## src/hw/rtl/avvt_pkg.sv

```systemverilog
// ----------------------------------------------------------------------------
// avvt_pkg
// Widths, register indexes, reset values and shared types of the apogee and
// vertical velocity tracker.
// ----------------------------------------------------------------------------
package avvt_pkg;

    localparam int ALT_W     = 26;
    localparam int TICK_W    = 32;
    localparam int DROP_W    = 25;
    localparam int RATE_W    = 32;
    localparam int ASC_W     = 31;
    localparam int CFG_W     = 16;
    localparam int CFG_IDX_W = 8;

    // altitude difference, one bit wider than an altitude
    localparam int DIFF_W    = ALT_W + 1;
    // magnitude of (difference * 1000) fits in 36 bits
    localparam int DVD_W     = 36;
    localparam int DVS_W     = TICK_W;
    localparam int DIV_CNT_W = $clog2(DVD_W + 1);

    localparam logic [CFG_IDX_W-1:0] REG_ARM_DELAY  = 8'd0;
    localparam logic [CFG_IDX_W-1:0] REG_VEL_WINDOW = 8'd1;

    localparam logic [CFG_W-1:0] ARM_DELAY_RST  = 16'd5000;
    localparam logic [CFG_W-1:0] VEL_WINDOW_RST = 16'd200;

    typedef struct packed {
        logic busy;
        logic done;
    } avvt_div_stat_t;

endpackage

```

## src/hw/rtl/avvt_in_if.sv

```systemverilog
// ----------------------------------------------------------------------------
// avvt_in_if
// Sample channel: one altitude sample and its millisecond tick per beat.
// ----------------------------------------------------------------------------
interface avvt_in_if;
    logic                                valid;
    logic                                ready;
    logic signed [avvt_pkg::ALT_W-1:0]   altitude_cm;
    logic        [avvt_pkg::TICK_W-1:0]  tick_ms;

    modport source (output valid, output altitude_cm, output tick_ms, input ready);
    modport sink   (input valid, input altitude_cm, input tick_ms, output ready);
endinterface

```

## src/hw/rtl/avvt_out_if.sv

```systemverilog
// ----------------------------------------------------------------------------
// avvt_out_if
// Result channel: tracker status for one sample per beat.
// ----------------------------------------------------------------------------
interface avvt_out_if;
    logic                                valid;
    logic                                ready;
    logic signed [avvt_pkg::ALT_W-1:0]   peak_altitude_cm;
    logic        [avvt_pkg::DROP_W-1:0]  drop_from_peak_cm;
    logic signed [avvt_pkg::RATE_W-1:0]  climb_rate_cms;
    logic        [avvt_pkg::ASC_W-1:0]   fastest_ascent_cms;
    logic signed [avvt_pkg::RATE_W-1:0]  fastest_descent_cms;
    logic                                rate_updated;

    modport source (output valid, output peak_altitude_cm, output drop_from_peak_cm,
                    output climb_rate_cms, output fastest_ascent_cms,
                    output fastest_descent_cms, output rate_updated, input ready);
    modport sink   (input valid, input peak_altitude_cm, input drop_from_peak_cm,
                    input climb_rate_cms, input fastest_ascent_cms,
                    input fastest_descent_cms, input rate_updated, output ready);
endinterface

```

## src/hw/rtl/avvt_cfg_if.sv

```systemverilog
// ----------------------------------------------------------------------------
// avvt_cfg_if
// Configuration write channel: register index and write data per beat.
// ----------------------------------------------------------------------------
interface avvt_cfg_if;
    logic                                 valid;
    logic                                 ready;
    logic [avvt_pkg::CFG_IDX_W-1:0]       index;
    logic [avvt_pkg::CFG_W-1:0]           data;

    modport source (output valid, output index, output data, input ready);
    modport sink   (input valid, input index, input data, output ready);
endinterface

```

## src/hw/rtl/avvt_div.sv

```systemverilog
// ----------------------------------------------------------------------------
// avvt_div
// Bit-serial restoring divider: the dividend shifts out one bit per cycle
// while the quotient shifts in behind it.
// ----------------------------------------------------------------------------
module avvt_div
(
    input  logic                          clk,
    input  logic                          rst_n,
    input  logic                          start,
    input  logic [avvt_pkg::DVD_W-1:0]    dividend,
    input  logic [avvt_pkg::DVS_W-1:0]    divisor,
    output logic [avvt_pkg::DVD_W-1:0]    quotient,
    output avvt_pkg::avvt_div_stat_t      stat
);

    logic [avvt_pkg::DIV_CNT_W-1:0] cnt_reg;
    logic [avvt_pkg::DIV_CNT_W-1:0] cnt_next;
    logic                           done_reg;
    logic                           done_next;
    logic [avvt_pkg::DVS_W-1:0]     rem_reg;
    logic [avvt_pkg::DVS_W-1:0]     rem_next;
    logic [avvt_pkg::DVD_W-1:0]     quo_reg;
    logic [avvt_pkg::DVD_W-1:0]     quo_next;
    logic [avvt_pkg::DVS_W-1:0]     dvs_reg;
    logic [avvt_pkg::DVS_W:0]       rem_sh;
    logic [avvt_pkg::DVS_W+1:0]     trial;
    logic                           fits;

    // shift in the next dividend bit, try to subtract
    assign rem_sh = {rem_reg, quo_reg[avvt_pkg::DVD_W-1]};
    assign trial  = {1'b0, rem_sh} - {2'b00, dvs_reg};
    assign fits   = ~trial[avvt_pkg::DVS_W+1];

    always_comb
    begin
        cnt_next  = cnt_reg;
        done_next = 1'b0;
        rem_next  = rem_reg;
        quo_next  = quo_reg;
        if (start)
        begin
            cnt_next = avvt_pkg::DIV_CNT_W'(avvt_pkg::DVD_W);
            rem_next = '0;
            quo_next = dividend;
        end
        else if (cnt_reg != '0)
        begin
            cnt_next  = cnt_reg - avvt_pkg::DIV_CNT_W'(1);
            done_next = (cnt_reg == avvt_pkg::DIV_CNT_W'(1));
            rem_next  = fits ? trial[avvt_pkg::DVS_W-1:0] : rem_sh[avvt_pkg::DVS_W-1:0];
            quo_next  = {quo_reg[avvt_pkg::DVD_W-2:0], fits};
        end
    end

    always_ff @(posedge clk or negedge rst_n)
    begin
        if (!rst_n)
        begin
            cnt_reg  <= '0;
            done_reg <= 1'b0;
        end
        else
        begin
            cnt_reg  <= cnt_next;
            done_reg <= done_next;
        end
    end

    always_ff @(posedge clk)
    begin
        rem_reg <= rem_next;
        quo_reg <= quo_next;
        if (start)
        begin
            dvs_reg <= divisor;
        end
    end

    assign quotient  = quo_reg;
    assign stat.busy = (cnt_reg != '0);
    assign stat.done = done_reg;

endmodule

```

## src/hw/rtl/apogee_and_vertical_velocity_tracker_core.sv

```systemverilog
// ----------------------------------------------------------------------------
// apogee_and_vertical_velocity_tracker_core
// Peak altitude, drop from peak and windowed vertical velocity tracker.
// ----------------------------------------------------------------------------
// One sample is in flight at a time. A sample that does not recompute the
// velocity (not armed, or window not yet exceeded) goes through calc, eval and
// finish before its result is registered; one that recomputes it also goes
// through multiply, divide and saturate, the bit-serial divider retiring one
// quotient bit per cycle over a 36-bit dividend. The next sample is taken as
// soon as the result is in the output register, even while it still waits to be read.
// The configuration port always accepts; write it only while the block is idle.
module apogee_and_vertical_velocity_tracker_core
(
    input  logic        clk,
    input  logic        rst_n,
    avvt_cfg_if.sink    cfg,
    avvt_in_if.sink     sample,
    avvt_out_if.source  result
);

    typedef enum logic [6:0] {
        ST_IDLE = 7'b0000001,
        ST_CALC = 7'b0000010,
        ST_EVAL = 7'b0000100,
        ST_MUL  = 7'b0001000,
        ST_DIV  = 7'b0010000,
        ST_SAT  = 7'b0100000,
        ST_FIN  = 7'b1000000
    } state_t;

    state_t state_reg;
    state_t state_next;

    // configuration
    logic [avvt_pkg::CFG_W-1:0]          arm_delay_reg;
    logic [avvt_pkg::CFG_W-1:0]          vel_window_reg;

    // tracker state
    logic signed [avvt_pkg::ALT_W-1:0]   peak_reg;
    logic signed [avvt_pkg::ALT_W-1:0]   ref_alt_reg;
    logic [avvt_pkg::TICK_W-1:0]         ref_tick_reg;
    logic signed [avvt_pkg::RATE_W-1:0]  climb_reg;
    logic [avvt_pkg::ASC_W-1:0]          ascent_reg;
    logic signed [avvt_pkg::RATE_W-1:0]  descent_reg;

    // per-sample working registers
    logic signed [avvt_pkg::ALT_W-1:0]   alt_reg;
    logic [avvt_pkg::TICK_W-1:0]         tick_reg;
    logic                                armed_reg;
    logic                                upd_reg;
    logic [avvt_pkg::TICK_W-1:0]         elapsed_reg;
    logic [avvt_pkg::DIFF_W-1:0]         diff_reg;
    logic                                neg_reg;
    logic [avvt_pkg::ALT_W-1:0]          absdiff_reg;
    logic [avvt_pkg::DROP_W-1:0]         drop_reg;

    // output register
    logic                                res_valid_reg;
    logic signed [avvt_pkg::ALT_W-1:0]   res_peak_reg;
    logic [avvt_pkg::DROP_W-1:0]         res_drop_reg;
    logic signed [avvt_pkg::RATE_W-1:0]  res_climb_reg;
    logic [avvt_pkg::ASC_W-1:0]          res_ascent_reg;
    logic signed [avvt_pkg::RATE_W-1:0]  res_descent_reg;
    logic                                res_upd_reg;

    logic                                in_beat;
    logic                                out_free;
    logic                                armed_now;
    logic                                upd_now;
    logic [avvt_pkg::DIFF_W-1:0]         neg_diff;
    logic [avvt_pkg::DIFF_W-1:0]         drop_raw;
    logic [avvt_pkg::DROP_W-1:0]         drop_sat;
    logic [avvt_pkg::DVD_W-1:0]          mag;
    logic [avvt_pkg::DVD_W-1:0]          quo;
    logic                                ovf_pos;
    logic                                ovf_neg;
    logic [avvt_pkg::RATE_W-1:0]         neg_quo;
    logic signed [avvt_pkg::RATE_W-1:0]  climb_sat;
    logic                                asc_gt;
    logic                                desc_lt;
    logic [avvt_pkg::ASC_W-1:0]          ascent_new;
    logic signed [avvt_pkg::RATE_W-1:0]  descent_new;
    avvt_pkg::avvt_div_stat_t            div_stat;

    assign cfg.ready    = 1'b1;
    assign sample.ready = (state_reg == ST_IDLE);
    assign in_beat      = sample.valid && sample.ready;
    assign out_free     = !res_valid_reg || result.ready;

    assign armed_now = (tick_reg > {16'b0, arm_delay_reg});
    assign upd_now   = armed_reg && (elapsed_reg > {16'b0, vel_window_reg});

    // armed: peak >= altitude, so the difference is never negative
    assign neg_diff = -diff_reg;
    assign drop_raw = {peak_reg[avvt_pkg::ALT_W-1], peak_reg}
                    - {alt_reg[avvt_pkg::ALT_W-1], alt_reg};
    assign drop_sat = (drop_raw[avvt_pkg::DIFF_W-1:avvt_pkg::DROP_W] != '0)
                    ? '1 : drop_raw[avvt_pkg::DROP_W-1:0];

    // |diff| * 1000 = |diff| * (1024 - 32 + 8)
    assign mag = {absdiff_reg, 10'b0}
               - {5'b0, absdiff_reg, 5'b0}
               + {7'b0, absdiff_reg, 3'b0};

    assign ovf_pos   = (quo[avvt_pkg::DVD_W-1:avvt_pkg::RATE_W-1] != '0);
    assign ovf_neg   = (quo[avvt_pkg::DVD_W-1:avvt_pkg::RATE_W] != '0)
                    || (quo[avvt_pkg::RATE_W-1] && (quo[avvt_pkg::RATE_W-2:0] != '0));
    assign neg_quo   = -quo[avvt_pkg::RATE_W-1:0];
    assign climb_sat = neg_reg
                     ? (ovf_neg ? {1'b1, {(avvt_pkg::RATE_W-1){1'b0}}} : neg_quo)
                     : (ovf_pos ? {1'b0, {(avvt_pkg::RATE_W-1){1'b1}}}
                                : quo[avvt_pkg::RATE_W-1:0]);

    assign asc_gt      = armed_reg && !climb_reg[avvt_pkg::RATE_W-1]
                      && (climb_reg[avvt_pkg::ASC_W-1:0] > ascent_reg);
    assign desc_lt     = armed_reg && (climb_reg < descent_reg);
    assign ascent_new  = asc_gt ? climb_reg[avvt_pkg::ASC_W-1:0] : ascent_reg;
    assign descent_new = desc_lt ? climb_reg : descent_reg;

    avvt_div u_div
    (
        .clk      (clk),
        .rst_n    (rst_n),
        .start    (state_reg == ST_MUL),
        .dividend (mag),
        .divisor  (elapsed_reg),
        .quotient (quo),
        .stat     (div_stat)
    );

    always_comb
    begin
        state_next = state_reg;
        case (state_reg)
            ST_IDLE: if (in_beat) state_next = ST_CALC;
            ST_CALC: state_next = ST_EVAL;
            ST_EVAL: state_next = upd_now ? ST_MUL : ST_FIN;
            ST_MUL:  state_next = ST_DIV;
            ST_DIV:  if (div_stat.done) state_next = ST_SAT;
            ST_SAT:  state_next = ST_FIN;
            ST_FIN:  if (out_free) state_next = ST_IDLE;
            default: state_next = ST_IDLE;
        endcase
    end

    always_ff @(posedge clk or negedge rst_n)
    begin
        if (!rst_n)
        begin
            state_reg      <= ST_IDLE;
            arm_delay_reg  <= avvt_pkg::ARM_DELAY_RST;
            vel_window_reg <= avvt_pkg::VEL_WINDOW_RST;
            peak_reg       <= '0;
            ref_alt_reg    <= '0;
            ref_tick_reg   <= '0;
            climb_reg      <= '0;
            ascent_reg     <= '0;
            descent_reg    <= '0;
            armed_reg      <= 1'b0;
            upd_reg        <= 1'b0;
            res_valid_reg  <= 1'b0;
        end
        else
        begin
            state_reg <= state_next;

            if (cfg.valid && cfg.ready)
            begin
                if (cfg.index == avvt_pkg::REG_ARM_DELAY)
                begin
                    arm_delay_reg <= cfg.data;
                end
                else if (cfg.index == avvt_pkg::REG_VEL_WINDOW)
                begin
                    vel_window_reg <= cfg.data;
                end
            end

            if (state_reg == ST_CALC)
            begin
                armed_reg <= armed_now;
                if (armed_now && (alt_reg > peak_reg))
                begin
                    peak_reg <= alt_reg;
                end
            end

            if (state_reg == ST_EVAL)
            begin
                upd_reg <= upd_now;
            end

            if (state_reg == ST_SAT)
            begin
                climb_reg    <= climb_sat;
                ref_alt_reg  <= alt_reg;
                ref_tick_reg <= tick_reg;
            end

            if ((state_reg == ST_FIN) && out_free)
            begin
                ascent_reg    <= ascent_new;
                descent_reg   <= descent_new;
                res_valid_reg <= 1'b1;
            end
            else if (result.ready)
            begin
                res_valid_reg <= 1'b0;
            end
        end
    end

    always_ff @(posedge clk)
    begin
        if (in_beat)
        begin
            alt_reg  <= sample.altitude_cm;
            tick_reg <= sample.tick_ms;
        end
        if (state_reg == ST_CALC)
        begin
            elapsed_reg <= tick_reg - ref_tick_reg;
            diff_reg    <= {alt_reg[avvt_pkg::ALT_W-1], alt_reg}
                         - {ref_alt_reg[avvt_pkg::ALT_W-1], ref_alt_reg};
        end
        if (state_reg == ST_EVAL)
        begin
            neg_reg     <= diff_reg[avvt_pkg::DIFF_W-1];
            absdiff_reg <= diff_reg[avvt_pkg::DIFF_W-1]
                         ? neg_diff[avvt_pkg::ALT_W-1:0] : diff_reg[avvt_pkg::ALT_W-1:0];
            drop_reg    <= armed_reg ? drop_sat : '0;
        end
        if ((state_reg == ST_FIN) && out_free)
        begin
            res_peak_reg    <= peak_reg;
            res_drop_reg    <= drop_reg;
            res_climb_reg   <= climb_reg;
            res_ascent_reg  <= ascent_new;
            res_descent_reg <= descent_new;
            res_upd_reg     <= upd_reg;
        end
    end

    assign result.valid               = res_valid_reg;
    assign result.peak_altitude_cm    = res_peak_reg;
    assign result.drop_from_peak_cm   = res_drop_reg;
    assign result.climb_rate_cms      = res_climb_reg;
    assign result.fastest_ascent_cms  = res_ascent_reg;
    assign result.fastest_descent_cms = res_descent_reg;
    assign result.rate_updated        = res_upd_reg;

    // divider runs only while the sequencer waits for it
    a_div_busy_in_div: assert property (@(posedge clk) disable iff (!rst_n)
        div_stat.busy || div_stat.done |-> state_reg == ST_DIV)
        else $error("divider active outside divide phase");

    // no new sample while a division is still running
    a_no_accept_busy: assert property (@(posedge clk) disable iff (!rst_n)
        sample.ready |-> !div_stat.busy)
        else $error("sample accepted during division");

    // reported rate always lies between fastest descent and fastest ascent
    a_rate_bounds: assert property (@(posedge clk) disable iff (!rst_n)
        result.valid |-> (result.fastest_descent_cms <= result.climb_rate_cms)
            && (result.climb_rate_cms <= $signed({1'b0, result.fastest_ascent_cms})))
        else $error("climb rate outside ascent/descent extremes");

endmodule
```

## src/flat_wrapper.sv

```systemverilog
// flat-port wrapper written by rule: the top's interface ports become plain ports
module apogee_and_vertical_velocity_tracker_core_flat 
  (clk, rst_n, cfg_valid, cfg_index, cfg_data, cfg_ready, sample_valid, sample_altitude_cm, sample_tick_ms, sample_ready, result_valid, result_peak_altitude_cm, result_drop_from_peak_cm, result_climb_rate_cms, result_fastest_ascent_cms, result_fastest_descent_cms, result_rate_updated, result_ready);
  avvt_cfg_if cfg_i ();
  avvt_in_if sample_i ();
  avvt_out_if result_i ();
  input  logic clk;
  input  logic rst_n;
  input wire logic [$bits(cfg_i.valid)-1:0] cfg_valid;
  input wire logic [$bits(cfg_i.index)-1:0] cfg_index;
  input wire logic [$bits(cfg_i.data)-1:0] cfg_data;
  output wire logic [$bits(cfg_i.ready)-1:0] cfg_ready;
  input wire logic [$bits(sample_i.valid)-1:0] sample_valid;
  input wire logic [$bits(sample_i.altitude_cm)-1:0] sample_altitude_cm;
  input wire logic [$bits(sample_i.tick_ms)-1:0] sample_tick_ms;
  output wire logic [$bits(sample_i.ready)-1:0] sample_ready;
  output wire logic [$bits(result_i.valid)-1:0] result_valid;
  output wire logic [$bits(result_i.peak_altitude_cm)-1:0] result_peak_altitude_cm;
  output wire logic [$bits(result_i.drop_from_peak_cm)-1:0] result_drop_from_peak_cm;
  output wire logic [$bits(result_i.climb_rate_cms)-1:0] result_climb_rate_cms;
  output wire logic [$bits(result_i.fastest_ascent_cms)-1:0] result_fastest_ascent_cms;
  output wire logic [$bits(result_i.fastest_descent_cms)-1:0] result_fastest_descent_cms;
  output wire logic [$bits(result_i.rate_updated)-1:0] result_rate_updated;
  input wire logic [$bits(result_i.ready)-1:0] result_ready;
  assign cfg_i.valid = cfg_valid;
  assign cfg_i.index = cfg_index;
  assign cfg_i.data = cfg_data;
  assign cfg_ready = cfg_i.ready;
  assign sample_i.valid = sample_valid;
  assign sample_i.altitude_cm = sample_altitude_cm;
  assign sample_i.tick_ms = sample_tick_ms;
  assign sample_ready = sample_i.ready;
  assign result_valid = result_i.valid;
  assign result_peak_altitude_cm = result_i.peak_altitude_cm;
  assign result_drop_from_peak_cm = result_i.drop_from_peak_cm;
  assign result_climb_rate_cms = result_i.climb_rate_cms;
  assign result_fastest_ascent_cms = result_i.fastest_ascent_cms;
  assign result_fastest_descent_cms = result_i.fastest_descent_cms;
  assign result_rate_updated = result_i.rate_updated;
  assign result_i.ready = result_ready;
  apogee_and_vertical_velocity_tracker_core u_core (.clk(clk), .rst_n(rst_n), .cfg(cfg_i), .sample(sample_i), .result(result_i));
endmodule
```

## config.mk

```make
export PLATFORM = sky130hd
export DESIGN_NAME = apogee_and_vertical_velocity_tracker_core_flat
export DESIGN_NICKNAME = d
export VERILOG_FILES = /design/src/hw/rtl/avvt_pkg.sv /design/src/hw/rtl/avvt_in_if.sv /design/src/hw/rtl/avvt_out_if.sv /design/src/hw/rtl/avvt_cfg_if.sv /design/src/hw/rtl/avvt_div.sv /design/src/hw/rtl/apogee_and_vertical_velocity_tracker_core.sv /design/src/flat_wrapper.sv
export SDC_FILE = /design/constraint.sdc
export NUM_CORES = 1
export LEC_CHECK = 0
export BUFFER_PORTS_ARGS = -buffer_cell sky130_fd_sc_hd__buf_2
export CAP_MARGIN = 20
export CORE_ASPECT_RATIO = 2
export CORE_UTILIZATION = 45
export CTS_CLUSTER_SIZE = 25
export DETAILED_ROUTE_END_ITERATION = 6
export PLACE_DENSITY = 0.73
export RECOVER_POWER = 50
export SETUP_SLACK_MARGIN = 0.5
export SYNTH_ARGS = -nofsm -noshare
export SYNTH_HDL_FRONTEND = slang
export SYNTH_SLANG_ARGS = --single-unit
export TNS_END_PERCENT = 1
```

## constraint.sdc

```tcl
create_clock -name clk -period 12.7 [get_ports clk]
set_input_delay 0.635 -clock clk [delete_from_list [all_inputs] [get_ports clk]]
set_output_delay 0.635 -clock clk [all_outputs]
set_load 0.01 [all_outputs]
```

* Word level (Yosys, flattened, before mapping)
Cells that the tools add are included. W data, S select, Z words.
Word-level totals: flip-flop bits (word level) 644, latch bits 0, bits in writable memories 0, memory bits (read-only) 0, bits of input ports 87, output and inout port bits 150, logic and storage cells 103, memories kept 0
Cells by class: add/sub/neg operators 9, multiply operators 0, div/mod/pow operators 0, order comparisons 5, equal/unequal tests 12, shift-type cells 0, muxes and demuxes 21, bitwise logic cells 2, reduce and logical (&&, ||, !) cells 24
Operator list (number):
- $mux W32 | 5
- $mux W36 | 2
- $gt A32 B16 Y1 | 2
- $sub A26 B26 Y27 | 2
- $pmux W7 S7 | 1
- $add A36 B29 Y36 | 1
- $sub A36 B31 Y36 | 1
- $sub A33 B32 Y34 | 1
- $lt A32 B32 Y1 | 1
- $neg A32 Y32 | 1
- $sub A32 B32 Y32 | 1
- $gt A31 B31 Y1 | 1
- $mux W31 | 1
- $reduce_bool A31 Y1 | 1
- $mux W7 | 4
- $gt A26 B26 Y1 | 1
- $mux W26 | 1
- $neg A26 Y26 | 1
- $mux W25 | 1
- $mux W6 | 2
- $eq A8 B1 Y1 const B | 1
- $logic_and A1 B1 Y1 | 8
- $logic_not A8 Y1 | 1
- $eq A7 B1 Y1 const B | 1
- other kinds (20) | 31

* Depth between registers and ports, before layout
Gate-level depths: netlist of run 1.
depth after elaboration 5, mapped depth 15, depth with buffers taken out 14

* Cells and area by module
From an unflattened synthesis of run 1, not the netlist that was laid out.
Unflattened totals: cell total of the unflattened synthesis 3192, area total of the unflattened synthesis 35496.5 um^2
By module, submodules not included:
- apogee_and_vertical_velocity_tracker_core | instances 1, cells an instance 2576, area an instance 29299.4 um^2, seq. area each 15030.7 um^2
- avvt_div | instances 1, cells an instance 616, area an instance 6197.2 um^2, seq. area each 2857.7 um^2

* Worst setup path before layout of run 1
OpenSTA, ideal clock, no wires.
path kind reg-to-reg, start point register u_core.state_reg[1], end point register u_core.descent_reg[21] (netlist bit), setup time 0.125 ns, arrival time 9.341 ns, data required time 12.575 ns, setup slack 3.235 ns, cell stages (with the launch flop) 8, path buffers 1, period minus slack after synthesis 9.465 ns, cell sequence dfrtp_1 or2_2 nor4_1 nand3b_1 nor2b_1 nand3_1 clkbuf_1 mux2_2
On the way: longest elaborated chain between the ends 2
RTL lines:
- start, declared | line apogee_and_vertical_velocity_tracker_core.sv:31 | state_t state_reg;
- start signal, assigned | line apogee_and_vertical_velocity_tracker_core.sv:165 | state_reg <= state_next;
- $eq A7 B7 Y1 | line apogee_and_vertical_velocity_tracker_core.sv:200 | if ((state_reg == ST_FIN) && out_free)
- $logic_and A1 B1 Y1 | line apogee_and_vertical_velocity_tracker_core.sv:200
- end signal, assigned | line apogee_and_vertical_velocity_tracker_core.sv:203 | descent_reg <= descent_new;
- end, declared | line apogee_and_vertical_velocity_tracker_core.sv:44 | logic signed [avvt_pkg::RATE_W-1:0] descent_reg;
No other way between the ends. A chain may end at the register's enable or synchronous reset.

==> results.toml, run 1 <==
[drt]
routed_wl_um = 77800
postRouteAntennaNets = 0
drc = 0
via_per_inst = 5.39
dr.pass1.iters = 5
wl_per_cell_um = 17.6
num_vias = 23890
drt_iter0_drc = 1056

[placed_design]
place_congestion = 0.896
dp_hpwl_um = 58400
io_buffers = 235

[setup_path]
cp_num_buf_inv = 2
worstSetupPathType = "primary input to asynchronous set/reset pin"
crit_path_max_fanout = 101
cp.arrival_ns = 7.29
end_kind = "asynchronous set/reset pin"
path_cells = "clkbuf_1, clkbuf_1"
crit_family = "buffers and inverters"
cp.required_ns = 12.72
critPathLaunchType = "primary input"
cp_common_cell = "clkbuf_1"
slowest_stage = "clkbuf_1"
crit_path_max_incr_delay_ns = 3.99

[grt]
grt_max_degree = 102
antenna_found_initial = 2
grt_use_total_pct = 20.3
grt_pass1_vias = 24370
grt-ovfl-total = 0
grt_pass1_wl_um = 125000

[synthesis]
synthArstFlopShare_pct = 35.4
synth_seq_area_share_pct = 51.9
synth_cells = 3150
synth_top_cell_by_area = "edfxtp_1"
yosysUniqueCellTypes = 79
ys_ff_latch = 644
syn_area_per_cell_um2 = 10.9
yosysWarnings = 0
synth-edff-count = 384
synthTopCellsByArea = "edfxtp_1 33%, dfrtp_1 16%, ha_1 9.2%, mux2_2 4.5%, o21ai_0 4.1%"
syn-cell-area_um2 = 34500
ys.flop_type = "edfxtp_1"
synth_top_area_share_pct = 33.5
synth_fp_nets = 3513

[outcome]
failed_checks = "max-capacitance violations, max-slew violations"
status = "finished, violations left"

[timing]
whs_ns = 0.136
period_share_pct = 57.3
finalMaxSlewViolations = 470
tightestPinTransition_ns = 5.82
period_minus_slack_ns = 7.27
setup_tns_ns = 0
fmax_mhz = 137
rsz0062_at_grt = "no"
setup_viol = 0
slew_headroom_pct = -288
hold_viol_final = 0
skew_ns = 0.0457

[die]
die_area_um2 = 77800
die_y_um = 393
io_pins = 237
row_count = 143
core_um2 = 75900
chipWidth_um = 198
start_util_pct = 45.4

[clocking]
htreeDepth = 2
holdBufCountCts = 0
clock_sinks = 644
cts_tree = "done"
cts_setup_buffers = 0
clock_tree.buffer_depth = 3
cts_buffers = 55
root_buffer = "clkbuf_16"
clkTransAtPathRegs_ns = 0.07
cts.repair.resized = 0
clk_latency_ns = 0.67

[pwr]
power_mw = 6.85
vdd_ir_drop_max_mv = 0.158
p_leak_nw = 16.2
power_density_nw_per_um2 = 178

[cells_and_area]
final_core_util_pct = 50.7
area_delta_synth_final_pct = 11.6
final_nets = 3734
multiInputGateArea_um2 = 15000
n_fill_cell = 6918
layout-drive-gt1-share_pct = 11.0
final-seq-area_um2 = 17900
antennaDiodeCount = 0
largest_register_ffs = 36

[job]
maxCapViolations = 7

[worst_hold_path]
min_path_type = "primary input to flip-flop"
==> cell families after synthesis <==
kind of cell    after synthesis  synth area share (%)
compound gates              828                  14.7
xor+xnor                    150                  3.81
fa+ha+maj                   276                  10.5
buf+inv                     410                  4.57
flops                       644                  51.9
mux                         145                  4.71
other cells                   1                0.0109
simple gates                696                  9.76
==> stage by stage <==
step	instances	setup WS (ns)	area, µm²
floorplan	3150	3.23	34500
global placement	4328	8.64	36700
detailed placement	4329	8.51	36800
CTS	4433	8.47	38700
global route	4433	3.93	38500
finish	4433	5.43	38500
==> layer usage <==
layer  share of wire [%]  track usage [%]
met5               0.010                0
met4                 5.6             11.3
met3                 3.6             2.56
met2                  53             38.0
met1                  38             21.4
==> layout by cell type (no fill, tap or decap), drive strengths merged, types with 38 or more instances in the layout <==
cell type / instances
a21o: 141
a21oi: 193
buf: 102
clkbuf: 229
dfrtp: 219
edfxtp: 384
ha: 253
inv: 323
mux2: 137
nand2: 270
nand4: 38
nor2: 137
nor3: 43
o21ai: 285
xnor2: 103
xor2: 47
==> where the power goes <==
group	total, mW	internal [mW]	switching, mW	leakage, nW
clock	1.79	0.971	0.814	0.949
combinational	2.15	0.917	1.23	8.45
sequential	2.92	2.63	0.291	6.84
==> path summary, 6_finish.rpt <==
check	start	to	slack, ns	cells after the start
max in group clk	u_core.state_reg[0]	u_core.u_div.rem_reg[1]	7.29	5
min in group asynchronous	rst_n	u_core.arm_delay_reg[11]	2.15	1
worst max-delay path	rst_n	u_core.u_div.done_reg	5.43	2
worst max register to register	u_core.state_reg[0]	u_core.u_div.rem_reg[1]	7.29	5
worst min-delay path	sample_valid	u_core.state_reg[0]	0.14	2
worst min register to register	u_core.drop_reg[9]	u_core.result.drop_from_peak_cm[9]	0.43	0
==> layout make-up <==
| class | instances | share of cell area (%) |
|---|---|---|
| Clock inverter | 32 | 0.969 |
| Timing Repair Buffer | 259 | 3.03 |
| Tap cell | 1015 | 3.30 |
| Sequential cell | 644 | 46.5 |
| Multi-Input combinational cell | 2096 | 39.1 |
| Clock buffer | 72 | 4.06 |
| Inverter | 315 | 3.07 |
==> Yosys cell counts (21+ instances only) <==
| master | count |
|---|---|
| nand4_1 | 38 |
| xnor2_1 | 103 |
| dfrtp_1 | 219 |
| dfxtp_1 | 32 |
| nand3_1 | 33 |
| mux2_2 | 137 |
| o21a_1 | 21 |
| a21oi_1 | 191 |
| a21o_1 | 141 |
| nand2b_1 | 35 |
| xor2_1 | 47 |
| nand2_1 | 270 |
| ha_1 | 253 |
| edfxtp_1 | 384 |
| inv_1 | 315 |
| fa_1 | 23 |
| nor2_1 | 136 |
| o31ai_1 | 23 |
| nor3_1 | 41 |
| o21ai_0 | 280 |
| a31oi_1 | 31 |
| nor2b_1 | 26 |
| clkbuf_1 | 74 |
Power figures use the tool's default switching activity.
==> inputs of run 2 (changes only) <==
Clock period 12.7 ns to 7 ns, I/O delays scaled along.
==> run 2 against run 1 <==
Effect of this change:
- the run still ends with max-capacitance violations, max-slew violations left
- total power up 83%
- routed wire length grew 1.6%
- final area increased by 2.1%
- largest cell class unchanged
==> results.toml, run 2 (synthesis results as in run 1) <==
[cells_and_area]
design_area_um2 = 39300
area_delta_synth_final_pct = 14.0
final_nets = 3815
layout-drive-gt1-share_pct = 10.6
n_fill_cell = 6824
final_common_cell = "edfxtp_1"
largest_register_ffs = 36
layout.cells.most_common_list = "384 x edfxtp_1, 313 x inv_1, 280 x o21ai_0, 270 x nand2_1, 253 x ha_1"

[die]
io_pins = 237
row_count = 143
chipWidth_um = 198
die_area_um2 = 77800
die_y_um = 393
start_util_pct = 45.4
core_um2 = 75900

[timing]
finalWorstSetupSlack_ns = 1.93
whs_ns = 0.0159
period_share_pct = 72.5
fmax_mhz = 197
rsz0062_at_grt = "no"
finalMaxSlewViolations = 463
tightestPinTransition_ns = 3.44
skew_ns = 0.0577
hold_viol_final = 0
slew_headroom_pct = -129
period_minus_slack_ns = 5.07
setup_viol = 0

[grt]
grt_pass1_wl_um = 126000
antenna_found_initial = 1
grt_use_total_pct = 20.4
grt-ovfl-total = 0
grt_max_degree = 90
grt_pass1_vias = 24523

[drt]
routed_wl_um = 79100
drc = 0
drt_iter0_drc = 1181
dr.pass1.iters = 7
via_per_inst = 5.36
wl_per_cell_um = 17.5
postRouteAntennaNets = 0
num_vias = 24207

[setup_path]
crit_path_max_incr_delay_ns = 2.42
end_kind = "flip-flop"
cp_num_buf_inv = 1
crit_family = "buffers and inverters"
cp.required_ns = 7.50
r2r_start = "u_core.state_reg[0]"
slowest_stage = "clkbuf_1"
startpoint = "u_core.state_reg[0]"
worstSetupPathType = "flip-flop to flip-flop"
path_cells = "nor4_1, nand3b_1, clkbuf_1, nand2_1, o311ai_0"
critPathLaunchType = "flip-flop"
cp.arrival_ns = 5.57
crit_path_max_fanout = 89

[clocking]
clock_sinks = 644
cts.repair.resized = 0
root_buffer = "clkbuf_16"
htreeDepth = 2
clkTransAtPathRegs_ns = 0.07
cts_tree = "done"
clock_tree.buffer_depth = 3
cts_buffers = 57
clk_latency_ns = 0.66

[placed_design]
dp_hpwl_um = 58200
io_buffers = 235
place_congestion = 0.922
dpl_cell_area_um2 = 36800
pre_cts_ws_ns = 2.90

[outcome]
status = "finished, violations left"
failed_checks = "max-capacitance violations, max-slew violations"

[worst_hold_path]
min_path_type = "primary input to flip-flop"
hold_path.startpoint = "cfg_index[0]"

[pwr]
power_density_nw_per_um2 = 318
vdd_ir_drop_max_mv = 0.240
p_leak_nw = 16.6

[job]
maxCapViolations = 8
## run 2: cell type report
class                   instances  area [µm²]  area share, %
clock inverters                30         347          0.882
inverters                     315        1180           3.01
repair buffers                338        1950           4.95
well taps                    1015        1270           3.23
clock buffers                  78        1630           4.14
flip-flops and latches        644       17900           45.5
diodes                          1        2.50        0.00637
multi-input cells            2096       15000           38.3
## run 2: repair_timing
| item | CTS | global route |
|---|---|---|
| buffers inserted | 0 | 0 |
| hold buffers | 77 | 0 |
| hold endpoints to repair | 172 | 0 |
## run 2: worst min-delay path, delay by kind of cell
kind	cells	cell delay [ns]
AO/OA/AOI/OAI	1	0.06
AND/OR/NAND/NOR	2	0.12
buffers and inverters	1	0.09
## run 2: power by group
group	leakage, nW	internal, mW	total [mW]	switching, mW
Clock	0.948	1.83	3.28	1.45
Combinational	8.76	1.69	3.94	2.25
Sequential	6.84	4.77	5.29	0.516
## run 2: routing by layer
layer	global-route usage, %	vias up	routed length, µm
met5	0	-	0
met2	39.0	617	42300
li1	-	11916	-
met1	21.2	11451	29600
met4	11.7	0	4670
met3	2.08	223	2440
## run 2: metrics by stage
step	cells	TNS (ns)	utilization, %	total power [mW]
3_5_place_dp	4329	0	48.4	9.20
2_1_floorplan	3150	-4.85	-	8.14
4_1_cts	4514	0	52.1	12.5
3_3_place_gp	4329	0	48.4	9.11
6_report	4517	0	51.8	12.5
5_1_grt	4517	0	51.8	13.2
## run 2: final timing paths
path	cells after the start	slack, ns	to
worst max-delay path	5	1.93	u_core.u_div.rem_reg[1]
worst min-delay path	4	0.02	u_core.arm_delay_reg[1]
worst max register to register	5	1.93	u_core.u_div.rem_reg[1]
worst min register to register	0	0.42	u_core.result.drop_from_peak_cm[7]
max in group asynchronous	3	3.32	u_core.climb_reg[9]
min in group asynchronous	2	0.28	u_core.arm_delay_reg[11]
